$ cat src/design/gas_pkg.sv
package gas_pkg;

   localparam int MAX_GROUP_DEF   = 65536;
   localparam int SAMPLE_BITS_DEF = 24;
   localparam int QUEUE_DEPTH_DEF = 2;

   localparam int SAMPLE_W = 24;
   localparam int VALUE_W  = 64;
   localparam int MODE_W   = 4;
   localparam int COUNT_W  = 17;

   localparam logic [MODE_W-1:0] MODE_COUNT   = 4'd0;
   localparam logic [MODE_W-1:0] MODE_ANY     = 4'd1;
   localparam logic [MODE_W-1:0] MODE_ALL     = 4'd2;
   localparam logic [MODE_W-1:0] MODE_NTRUE   = 4'd3;
   localparam logic [MODE_W-1:0] MODE_NFALSE  = 4'd4;
   localparam logic [MODE_W-1:0] MODE_MIN     = 4'd5;
   localparam logic [MODE_W-1:0] MODE_MAX     = 4'd6;
   localparam logic [MODE_W-1:0] MODE_SUM     = 4'd7;
   localparam logic [MODE_W-1:0] MODE_PRODUCT = 4'd8;
   localparam logic [MODE_W-1:0] MODE_SUMSQ   = 4'd9;
   localparam logic [MODE_W-1:0] MODE_MEAN    = 4'd10;
   localparam logic [MODE_W-1:0] MODE_VAR     = 4'd11;
   localparam logic [MODE_W-1:0] MODE_STD     = 4'd12;
   localparam logic [MODE_W-1:0] MODE_RMS     = 4'd13;

   localparam logic [VALUE_W-1:0] INT64_MAX = 64'h7FFF_FFFF_FFFF_FFFF;
   localparam logic [VALUE_W-1:0] INT64_MIN = 64'h8000_0000_0000_0000;

   typedef struct packed {
      logic [MODE_W-1:0]  mode;
      logic [COUNT_W-1:0] count;
      logic [VALUE_W-1:0] acc;
      logic [VALUE_W-1:0] sq;
      logic               ovf;
   } entry_type;

   function automatic logic [VALUE_W-1:0] start_value(input logic [MODE_W-1:0] md);
      logic [VALUE_W-1:0] v;
      case (md)
         MODE_ALL, MODE_PRODUCT: v = 64'd1;
         MODE_MIN:               v = INT64_MAX;
         MODE_MAX:               v = INT64_MIN;
         default:                v = '0;
      endcase
      return v;
   endfunction

endpackage

$ cat src/design/gas_queue.sv
module gas_queue
   import gas_pkg::*;
#(
   parameter int DEPTH = QUEUE_DEPTH_DEF
) (
   input  logic      clock,
   input  logic      reset,
   input  logic      push,
   input  entry_type push_entry,
   output logic      full,
   input  logic      pop,
   output logic      head_valid,
   output entry_type head
);

   localparam int PTR_W = (DEPTH > 1) ? $clog2(DEPTH) : 1;
   localparam int CNT_W = $clog2(DEPTH + 1);

   entry_type          mem [DEPTH];
   logic [PTR_W-1:0]   wptr_ff, wptr_in, rptr_ff, rptr_in;
   logic [CNT_W-1:0]   cnt_ff, cnt_in;

   assign full       = (cnt_ff == CNT_W'(DEPTH));
   assign head_valid = (cnt_ff != '0);
   assign head       = mem[rptr_ff];

   always_comb begin
      wptr_in = wptr_ff;
      rptr_in = rptr_ff;
      cnt_in  = cnt_ff;
      if (push) begin
         wptr_in = (wptr_ff == PTR_W'(DEPTH - 1)) ? '0 : wptr_ff + PTR_W'(1);
      end
      if (pop) begin
         rptr_in = (rptr_ff == PTR_W'(DEPTH - 1)) ? '0 : rptr_ff + PTR_W'(1);
      end
      if (push && !pop) begin
         cnt_in = cnt_ff + CNT_W'(1);
      end else if (pop && !push) begin
         cnt_in = cnt_ff - CNT_W'(1);
      end
   end

   always_ff @(posedge clock) begin
      if (reset) begin
         wptr_ff <= '0;
         rptr_ff <= '0;
         cnt_ff  <= '0;
      end else begin
         wptr_ff <= wptr_in;
         rptr_ff <= rptr_in;
         cnt_ff  <= cnt_in;
      end
      if (push) begin
         mem[wptr_ff] <= push_entry;
      end
   end

endmodule

$ cat config.mk
export PLATFORM = sky130hd
export DESIGN_NAME = gas_queue
export DESIGN_NICKNAME = d
export VERILOG_FILES = /design/src/design/gas_pkg.sv /design/src/design/gas_queue.sv
export SDC_FILE = /design/constraint.sdc
export NUM_CORES = 1
export LEC_CHECK = 0
export BUFFER_PORTS_ARGS = -buffer_cell sky130_fd_sc_hd__buf_2
export CELL_PAD_IN_SITES_DETAIL_PLACEMENT = 1
export CELL_PAD_IN_SITES_GLOBAL_PLACEMENT = 1
export CORE_MARGIN = 8
export CORE_UTILIZATION = 40
export DETAILED_ROUTE_END_ITERATION = 8
export GPL_ROUTABILITY_DRIVEN = 0
export PLACE_DENSITY_LB_ADDON = 0.1
export RECOVER_POWER = 50
export SKIP_LAST_GASP = 1
export SYNTH_ARGS = -nofsm -noshare
export SYNTH_HDL_FRONTEND = slang
export SYNTH_SLANG_ARGS = --single-unit
export TNS_END_PERCENT = 30
$ cat constraint.sdc
create_clock -name clock -period 8.1 [get_ports clock]
set_input_delay 1.215 -clock clock [delete_from_list [all_inputs] [get_ports clock]]
set_output_delay 1.215 -clock clock [all_outputs]
set_load 0.005 [all_outputs]
# Yosys cells after proc, flatten, opt, wreduce, memory -nomap -nowiden
# Memory sizes are Yosys's and may differ from the RTL's. A register that Yosys moved wholly into a read port is not among the register bits.
# Index checks and enable logic that the tools add are counted.
dict set report totals {
  inputBits 154
  memories 1
  elab_cells 23
  reg_bits 4
  mem_bits_rw 300
}
dict set report op_classes {
  n_addsub 4
  n_eq_ne 1
  n_reduce_logical 6
  muxes 8
}
# memory depth word_bits read_ports rd_clocked_by_memory_dff wr line
set memory_table {}
lappend memory_table {mem 2 150 1 1 1 gas_queue.sv:19} ;# entry_type mem [DEPTH];
# cell n
set op_table {}
lappend op_table {{1-bit two-way mux} 6}
lappend op_table {{2-bit two-way mux} 2}
lappend op_table {{2-bit nonzero test} 2}
lappend op_table {{1-bit adder, second input constant} 2}
lappend op_table {{2-bit by 1-bit adder with 2-bit output, second input constant} 1}
lappend op_table {{2-bit == test, second input constant} 1}
lappend op_table {{1-bit logical AND} 2}
lappend op_table {{1-bit logical NOT} 2}
lappend op_table {{2-bit by 1-bit subtractor with 2-bit output, second input constant} 1}

# Depth between registers and ports, before layout
# Gate-level depths: netlist (run 1).
dict set report depth {
  word_depth 4
  mapped_depth 5
}

# Least setup slack after synthesis (run 1)
# OpenSTA, ideal clock, no wires.
dict set report synth_timing {
  kind {input-to-reg}
  start {input push}
  end {memory mem[0][0] (netlist bit), enable pin}
  setup_slack_ns -0.282
  n_path_buf 0
  arrival_time_ns 7.703
  path_stages 1
  setup_ns 0.680
  cell_sequence {nor2b_1}
}
dict set report synth_via {
  elab_chain_len 2
}
# element line
set synth_lines {}
lappend synth_lines {{from (decl)} gas_queue.sv:8} ;# input logic push,
lappend synth_lines {{1-bit two-way mux} gas_queue.sv:54} ;# if (push) begin
lappend synth_lines {{1-bit two-way mux (not written as such)} gas_queue.sv:55} ;# mem[wptr_ff] <= push_entry;
lappend synth_lines {{to (decl)} gas_queue.sv:19}
# Every way passes these cells.

# Worst setup path after layout (run 1)
dict set report layout_timing {
  start {input push}
  end {memory mem[0][126] (netlist bit), enable pin}
}
# The elaborated chain is that of the path after synthesis.

==> results of run 1 <==
[layout make-up]
cell class | count | area share (%)
timing repair buffer | 310 | 10.2
clock buffer | 45 | 6.68
clock inverter | 14 | 0.805
sequential | 305 | 63.7
multi-input combinational | 166 | 15.2
inverter | 1 | 0.0262
tap | 384 | 3.36
[worst paths after layout]
path	slack (ps)	start	cells after the start	end
hold reg to reg	530	cnt_ff[1]$_SDFFE_PP0P_	2	cnt_ff[1]$_SDFFE_PP0P_
setup / recovery	3710	push	3	mem[0][126]$_DFFE_PP_
hold / removal	530	cnt_ff[1]$_SDFFE_PP0P_	2	cnt_ff[1]$_SDFFE_PP0P_
setup reg to reg	4310	wptr_ff$_SDFFE_PP0P_	2	mem[0][126]$_DFFE_PP_
[synthesized netlist by cell type (2+ instances only)]
cell      count  area share (%)
mux2_4      100              13
xor2_1        2            0.15
edfxtp_1    300              79
nor2b_1       2            0.11
buf_2         5            0.22
nor2_1        4            0.13
xnor2_1       2            0.15
dfxtp_1       5            0.87
mux2_2       50             4.9
buf_6        11             1.1
[metal layers]
| layer | GRT usage, % | part of all wire, % | vias up | routed length (um) |
|---|---|---|---|---|
| li1 | - | - | 2601 | - |
| met1 | 16.0 | 37 | 2840 | 9650 |
| met2 | 25.6 | 51 | 218 | 13200 |
| met3 | 5.69 | 9.1 | 45 | 2350 |
| met4 | 4.55 | 2.2 | 6 | 561 |
| met5 | 0 | 0.14 | - | 37 |
[registers in the layout, indices dropped and copies added, names as in the netlist, named ones only]
| name | count |
|---|---|
| rptr_ff | 1 |
| cnt_ff | 2 |
| wptr_ff | 1 |
| mem | 300 |
[cells by family (layout without fill, tap and decap cells)]
family | count (synthesis) | after routing | share of synthesized area (%)
AOI/OAI and AO/OA | 2 | 2 | 0.0874
buffers and inverters | 18 | 370 | 1.46
adders and majority gates | 1 | 1 | 0.109
xor gates and xnor gates | 4 | 4 | 0.306
DFF | 305 | 305 | 79.6
muxes | 150 | 150 | 18.0
and+or+nand+nor | 9 | 9 | 0.405
[power breakdown]
part	internal [mW]	switching [mW]
combinational	0.198	0.185
clock	0.891	0.577
sequential	1.85	0.0286
total	2.93	0.791
[worst reg2reg max path, delay by kind of cell, from the launching register on]
kind	cells	cell delay, ps
simple gates	1	2060
buf+inv	1	960
flops	1	340
[per-stage QoR]
stage / area [sq um] / hold slack (ps)
after global routing: 14300 / 583
after floorplan: 11400 / 456
after CTS: 14400 / 534
after detailed placement: 13400 / 503
after global placement: 13400 / 481
final: 14300 / 531
==> summary.txt, run 1 <==
Timing
  • Final setup violation count: 0
  • Setup TNS Final: 0 ps
  • Skew final: 7.75 ps
  • Setup ws final: 3710 ps
  • Max Fclk: 0.228 GHz
  • Period utilization: 54.2%
  • RSZ-0062 raised after global routing: no
  • Slew HR: -86.1%
  • Slew Limit Fails: 31
  • Final Hold Fails: 0
  • Final min period: 4390 ps
  • Worst Tran Pin Value: 2790 ps

Route
  • Vias after detailed routing: 5710
  • Vias/cell: 4.66
  • TritonRoute pass-1 iters: 4
  • Final ANT Viol Nets: 0
  • DRC: 0
  • Drt initial violations: 174
  • Final WL: 25700 um
  • Routed len/inst: 21.0 um

Final layout
  • Area growth syn-to-layout: 25.0%
  • Commonest non-fill, non-tap cell in the layout: edfxtp_1
  • Layout cell share with drive strength beyond 1: 49.6%
  • Ant diodes: 0
  • Register area: 9110 sq um
  • Non-Filler Instances: 1225
  • Fillcell total: 2744
  • Final Util: 50.2%
  • Most frequent cells in the layout: edfxtp_1 (300), buf_2 (214), mux2_4 (100)
  • Fin nets: 974
  • Footprint of the multi-input gates: 2170 sq um

Floorplan
  • Ports: 306
  • Initial Util: 40.2%
  • DIE WIDTH: 185 um
  • Row count: 62
  • Die area: 34300 sq um
  • Die height: 185 um
  • Core area: 28500 sq um

Placed design
  • DPL Wire Length: 17700 um
  • Place WS: 4190 ps
  • Count of buffers from port buffering: 305
  • Inst Count DP: 1166

Setup path
  • Worst-path maximum fanout: 62
  • Critical Path Max Stage Delay: 2090 ps
  • CP endpoint kind: flip-flop
  • Slowest cell on the critical path: nor2b_1
  • CP cell instances: clkbuf_1, nor2b_1, buf_4
  • CP top delay family: simple AND/OR/NAND/NOR gates
  • Worst EP required: 8220 ps
  • Arr. time, crit path: 4510 ps
  • Type of origin of the critical path: input pin
  • Crit Path Category: in2reg
  • CP bufs+invs: 2

Clock network
  • Hold_buf cts: 0
  • Resize count post-CTS: 0
  • H-tree Lvls: 2
  • CTS Buf Count: 35
  • CTS tree: yes
  • CTS max path bufs: 3
  • Clock Sinks: 305
  • Clk slew on worst S/H paths: 60 ps
  • Clk_lat worst skew: 500 ps
  • Root Driver: clkbuf_16
  • Setup bufs post-CTS: 0

GRT
  • Initial antenna violation count: 3
  • First-pass GRT wire length: 37600 um
  • Largest net degree at the start of global routing: 123
  • GRT overflow: 0
  • Number of global-route vias before repair: 6362
  • GRT Resource Usage Total: 14.5%

Power
  • Pwr/cell area: 260 nW/um^2
  • Leakage: 5.35 nW
  • Total power: 3.73 mW
  • Max VDD drop: 0.177 mV

Synth
  • Ys async rst share: 0%
  • Mapped Avg Cell Area: 23.4 sq um
  • Post-synth EDFFs: 300
  • Register area share after synthesis: 79.6%
  • Dominant synthesized flop cell: edfxtp_1
  • Distinct cells, synth: 18
  • Synthesized cell area: 11400 sq um
  • #FFs+latches synth: 305
  • Syn Nets: 644
  • YS warnings: 0
  • Synth Instances: 489

Status
  • Failing checks: max-capacitance violations, max-slew violations
  • Status: finished with violations

Worst hold path
  • HP Class: reg2reg

Flow run
  • Max_cap viols: 1
No activity file was read; power rests on OpenSTA's default activity.
==> inputs of run 2 (changes only) <==
--- a/config.mk
+++ b/config.mk
@@ -5,6 +5,7 @@
 export SDC_FILE = /design/constraint.sdc
 export NUM_CORES = 1
 export LEC_CHECK = 0
+export ABC_AREA = 1
 export BUFFER_PORTS_ARGS = -buffer_cell sky130_fd_sc_hd__buf_2
 export CELL_PAD_IN_SITES_DETAIL_PLACEMENT = 1
 export CELL_PAD_IN_SITES_GLOBAL_PLACEMENT = 1
==> constraint.sdc (replaced) <==
create_clock -name clock -period 3.9 [get_ports clock]
set_input_delay 0.585 -clock clock [delete_from_list [all_inputs] [get_ports clock]]
set_output_delay 0.585 -clock clock [all_outputs]
set_load 0.005 [all_outputs]
==> run 2 against run 1 <==
The run still ends with max-capacitance violations, max-slew violations left. Combinational power up 92%. Global-route usage down 0.21 points. Routed wire length down 0.42%. Synthesized area up 0.16%. Total power up 97%. Clock skew up 2.0 ps. Register-to-register slack worse by 3100 ps. Sequential share of layout area up 0.27 points. Via count down 0.33%. Critical path type is now reg2out. Largest cell class unchanged.
==> summary.txt, run 2 <==
Setup path
  • CP endpoint kind: output port
  • Worst-path maximum fanout: 43
  • Worst EP required: 3310 ps
  • Worst R2R Setup Slack: 1200 ps
  • Critical Path Max Stage Delay: 800 ps
  • Type of origin of the critical path: flip-flop
  • Crit Path Category: reg2out
  • Arr. time, crit path: 2300 ps
  • CP cell instances: buf_4, mux2_2, buf_2
  • Slowest cell on the critical path: dfxtp_4

Clock network
  • Resize count post-CTS: 0
  • Hold_buf cts: 0
  • CTS Buf Count: 31
  • CTS max path bufs: 3
  • Clk slew on worst S/H paths: 60 ps
  • Root Driver: clkbuf_16
  • Clk_lat worst skew: 540 ps
  • Clock Sinks: 305
  • Setup bufs post-CTS: 0
  • H-tree Lvls: 1
  • CTS tree: yes

Route
  • Vias/cell: 4.61
  • Routed len/inst: 20.8 um
  • Final ANT Viol Nets: 0
  • TritonRoute pass-1 iters: 4
  • Final WL: 25600 um
  • DRC: 0
  • Drt initial violations: 240
  • Vias after detailed routing: 5691

Synth
  • Post-synth EDFFs: 300
  • #FFs+latches synth: 305
  • Synth Instances: 500
  • YS warnings: 0
  • Ys async rst share: 0%
  • Dominant synthesized flop cell: edfxtp_1
  • Share of Yosys cell area claimed by the top area cell type: 78.6%
  • Register area share after synthesis: 79.5%
  • Leading cell types by count after synthesis: edfxtp_1 (300), mux2_4 (100), mux2_2 (50)
  • Distinct cells, synth: 17
  • Syn Nets: 655
  • Area contributors post-synth: edfxtp_1 (79%), mux2_4 (13%), mux2_2 (4.9%)
  • Mapped Avg Cell Area: 22.9 sq um
  • Most common cell in the netlist: edfxtp_1
  • Synthesized cell area: 11500 sq um
  • Leading area contributor after synthesis: edfxtp_1

Floorplan
  • Core area: 28500 sq um
  • DIE WIDTH: 185 um
  • Initial Util: 40.3%
  • Ports: 306
  • Die height: 185 um
  • Row count: 62
  • Die area: 34300 sq um

GRT
  • Largest net degree at the start of global routing: 89
  • GRT Resource Usage Total: 14.3%
  • GRT overflow: 0
  • First-pass GRT wire length: 37500 um
  • Initial antenna violation count: 6
  • Number of global-route vias before repair: 6399

Power
  • Max VDD drop: 0.372 mV
  • Leakage: 5.37 nW
  • Total power: 7.33 mW
  • Flop pwr share: 52.8%
  • Gate power share: 10.1%
  • Pwr/cell area: 514 nW/um^2
  • Sw Ratio: 21.1%
  • Clk pwr share: 37.1%
  • Int Power: 5.78 mW
  • Reported net switching power: 1.54 mW

Final layout
  • Most frequent cells in the layout: edfxtp_1 (300), buf_2 (227), mux2_4 (100)
  • Fin nets: 983
  • Most flop-heavy register: mem
  • Non-Filler Instances: 1235
  • Max reg flops: 300
  • Area of all placed cells without fillers: 14200 sq um
  • Biggest regs: mem x300, cnt_ff x2
  • Commonest non-fill, non-tap cell in the layout: edfxtp_1
  • Area growth syn-to-layout: 24.2%
  • Final Util: 50.0%
  • Layout cell share with drive strength beyond 1: 50.0%

Placed design
  • DPL Wire Length: 18100 um
  • Place WS: 1550 ps
  • Inst Count DP: 1179
  • Count of buffers from port buffering: 305
  • Post-Place Cell Area: 13400 sq um

Timing
  • RSZ-0062 raised after global routing: no
  • Setup ws final: 1020 ps
  • Skew final: 9.78 ps
  • Slew HR: -63.2%
  • Final Hold Fails: 0
  • Final setup violation count: 0
  • Final min period: 2880 ps
  • Slew Limit Fails: 89
  • Max Fclk: 0.347 GHz
  • Worst Tran Pin Value: 2450 ps
  • Period utilization: 73.9%

Status
  • Status: finished with violations
  • Failing checks: max-capacitance violations, max-slew violations

Flow run
  • Max_cap viols: 1

Worst hold path
  • HP Class: in2reg
run 2: kinds of logic (layout without fill, tap and decap cells):
logic type	Yosys count	after routing	share of synthesized area [%]
compound gates	2	2	0.0872
xor+xnor	1	1	0.0764
fa+ha+maj	1	1	0.109
buf+inv	26	376	1.72
flops	305	305	79.5
mux	150	150	18.0
other cells	0	1	0
simple gates	15	15	0.535
run 2: layout make-up:
class,count,area (sq um)
diodes,1,2.50
clock buffers,43,821
clock inverters,12,104
fillers,2754,14200
inverters,9,38.8
multi-input cells,169,2160
flip-flops and latches,305,9110
well taps,384,480
repair buffers,312,1520
run 2: worst paths after layout:
path,start,to,cells after the start
min,push_entry[131],mem[0][131]$_DFFE_PP_,1
max,flip-flop,head[7],3
min reg2reg,rptr_ff$_SDFFE_PP0P_,rptr_ff$_SDFFE_PP0P_,2
max reg2reg,wptr_ff$_SDFFE_PP0P_,mem[0][44]$_DFFE_PP_,2
run 2: power by group through the flow:
stage | clock, mW | sequential, mW | combinational, mW
floorplan | 0 | 3.91 | 0.444
global placement | 0 | 3.93 | 0.750
detailed placement | 0 | 3.94 | 0.772
CTS | 2.82 | 3.87 | 0.775
global route | 2.92 | 3.89 | 0.803
finish | 2.72 | 3.87 | 0.737
run 2: through the flow:
stage / TNS, ps / hold WS (ps)
after detailed placement: 0 / 506
after global routing: 0 / 203
after global placement: 0 / 495
after CTS: 0 / 200
final: 0 / 231
after floorplan: -23110 / 480
run 2: critical path: cells and delay by family (launching register included):
kind	cells	cell delay, ps
DFF	1	800
muxes	1	380
buffers and inverters	2	550
run 2: per-layer routing:
| metal | GRT usage (%) | vias up | routed length [um] |
|---|---|---|---|
| li1 | - | 2623 | - |
| met2 | 25.4 | 210 | 12900 |
| met3 | 5.45 | 41 | 2390 |
| met4 | 3.14 | 10 | 484 |
| met5 | 0 | - | 58 |
| met1 | 16.2 | 2807 | 9830 |
==> inputs of run 3 (changes only) <==
--- a/config.mk
+++ b/config.mk
@@ -5,7 +5,7 @@
 export SDC_FILE = /design/constraint.sdc
 export NUM_CORES = 1
 export LEC_CHECK = 0
-export ABC_AREA = 1
+export ABC_AREA = 0
 export BUFFER_PORTS_ARGS = -buffer_cell sky130_fd_sc_hd__buf_2
 export CELL_PAD_IN_SITES_DETAIL_PLACEMENT = 1
 export CELL_PAD_IN_SITES_GLOBAL_PLACEMENT = 1
==> constraint.sdc (replaced) <==
create_clock -name clock -period 2.5 [get_ports clock]
set_input_delay 0.375 -clock clock [delete_from_list [all_inputs] [get_ports clock]]
set_output_delay 0.375 -clock clock [all_outputs]
set_load 0.005 [all_outputs]
==> run 3 against run 2 <==
The flow now finishes without violations. Count of clock-buffer cells in the layout rose by 1. Non-clock buffer count up 6. First-iteration DRC count is 2.5% lower. Hold slack got worse by 170 ps. Worst setup slack worse by 860 ps. Total power increased by 63%. Global-route usage grew 0.35 points.
==> summary.txt, run 3 (synthesized netlist as in run 1, its figures left out) <==
Status
  • Status: completed

Final layout
  • Biggest regs: mem x300, cnt_ff x2
  • Area growth syn-to-layout: 26.2%
  • Layout cell share with drive strength beyond 1: 51.6%
  • Fin nets: 981
  • Final Util: 50.7%
  • Most flop-heavy register: mem
  • Fillcell total: 2738
  • Max reg flops: 300
  • Commonest non-fill, non-tap cell in the layout: edfxtp_1
  • Most frequent cells in the layout: edfxtp_1 (300), buf_2 (226), mux2_4 (100)

Route
  • Vias/cell: 4.65
  • TritonRoute pass-1 iters: 4
  • Drt initial violations: 234
  • Final WL: 25700 um
  • Final ANT Viol Nets: 0
  • Vias after detailed routing: 5736
  • Routed len/inst: 20.9 um
  • DRC: 0

GRT
  • Largest net degree at the start of global routing: 79
  • Routing usage on met2: 24.7%
  • Met3 track demand over resource: 6.45%
  • Met1 usage: 16.6%
  • First-pass GRT wire length: 38000 um
  • Number of global-route vias before repair: 6473
  • GRT busiest layer: met2
  • Initial antenna violation count: 11
  • GRT Resource Usage Total: 14.7%
  • GRT overflow: 0

Timing
  • RSZ-0062 raised after global routing: no
  • Max Fclk: 0.428 GHz
  • Worst Tran Pin Value: 1170 ps
  • Skew final: 10.8 ps
  • Final setup violation count: 0
  • Final min period: 2340 ps
  • Slew Limit Fails: 0
  • Slew HR: 22.0%
  • Period utilization: 93.4%
  • Final Hold Fails: 0
  • Setup TNS Final: 0 ps

Floorplan
  • Ports: 306
  • Die area: 34300 sq um
  • Die height: 185 um
  • Core area: 28500 sq um
  • Initial Util: 40.2%
  • DIE WIDTH: 185 um
  • Row count: 62

Setup path
  • Worst EP required: 2120 ps
  • Critical R2R Launch: wptr_ff$_SDFFE_PP0P_
  • R2r worst-path depth: 2
  • Type of origin of the critical path: flip-flop
  • Worst-path maximum fanout: 26
  • Arr. time, crit path: 1960 ps
  • Crit Path Category: reg2out
  • Worst setup endpoint: head[44]
  • Worst R2R Setup Slack: 660 ps
  • CP endpoint kind: output port
  • R2r endpoint: mem[0][73]$_DFFE_PP_

Clock network
  • Root Driver: clkbuf_16
  • Clk_lat worst skew: 490 ps
  • H-tree Lvls: 2
  • Setup bufs post-CTS: 0
  • Resize count post-CTS: 0
  • Clock Sinks: 305
  • CTS Buf Count: 34
  • CTS tree: yes
  • Clk slew on worst S/H paths: 60 ps
  • Hold_buf cts: 0
  • CTS max path bufs: 3

Flow run
  • Max_cap viols: 0

Power
  • Max VDD drop: 0.452 mV
  • Total power: 12.0 mW
  • Pwr/cell area: 827 nW/um^2
  • Leakage: 5.44 nW

Placed design
  • DPL Wire Length: 18400 um
  • Count of buffers from port buffering: 305

Worst hold path
  • HP Class: in2reg
run 3: critical path: stages, from the launching register on:
cell     delay, ps
dfxtp_4        690
buf_12         280
mux2_4         330
buf_2          140
run 3: where the power goes:
| group | total [mW] | switching [mW] | internal, mW |
|---|---|---|---|
| registers | 6.08 | 0.100 | 5.98 |
| logic | 1.27 | 0.590 | 0.676 |
| clock network | 4.61 | 1.84 | 2.77 |
run 3: per-layer routing:
layer | vias to the layer above | share of wire [%] | wire (um)
met5 | - | 0.42 | 108
met2 | 218 | 49 | 12600
met4 | 18 | 2.6 | 669
met3 | 61 | 9.8 | 2520
met1 | 2812 | 38 | 9800
li1 | 2627 | - | -
run 3: per-stage QoR:
stage | std cells | hold slack [ps] | setup WS (ps) | cell area [sq um]
floorplan | 489 | 444 | -559 | 11500
global placement | 1174 | 479 | 615 | 13500
detailed placement | 1174 | 514 | 611 | 13500
CTS | 1231 | 43.5 | 81.0 | 14600
global route | 1233 | 41.7 | 38.2 | 14400
finish | 1233 | 64.6 | 165 | 14400
run 3: cell type report:
cell class | instances | area [sq um] | area share (%)
Sequential cell | 305 | 9110 | 63.1
Multi-Input combinational cell | 166 | 2170 | 15.0
Timing Repair Buffer | 318 | 1640 | 11.3
Clock buffer | 44 | 952 | 6.59
Tap cell | 384 | 480 | 3.33
Clock inverter | 13 | 83.8 | 0.580
Antenna cell | 2 | 5.00 | 0.0346
Inverter | 1 | 3.75 | 0.0260
run 3: worst min-delay path by stage:
stage	end	cells after the start	slack, ps	start
after floorplan	cnt_ff[1]$_SDFFE_PP0P_	1	440	reset
after CTS	mem[1][79]$_DFFE_PP_	1	40	push_entry[79]
after global placement	cnt_ff[1]$_SDFFE_PP0P_	2	480	cnt_ff[1]$_SDFFE_PP0P_
final	mem[0][34]$_DFFE_PP_	1	60	push_entry[34]
after global routing	mem[1][125]$_DFFE_PP_	1	40	push_entry[125]
after detailed placement	cnt_ff[1]$_SDFFE_PP0P_	2	510	cnt_ff[1]$_SDFFE_PP0P_
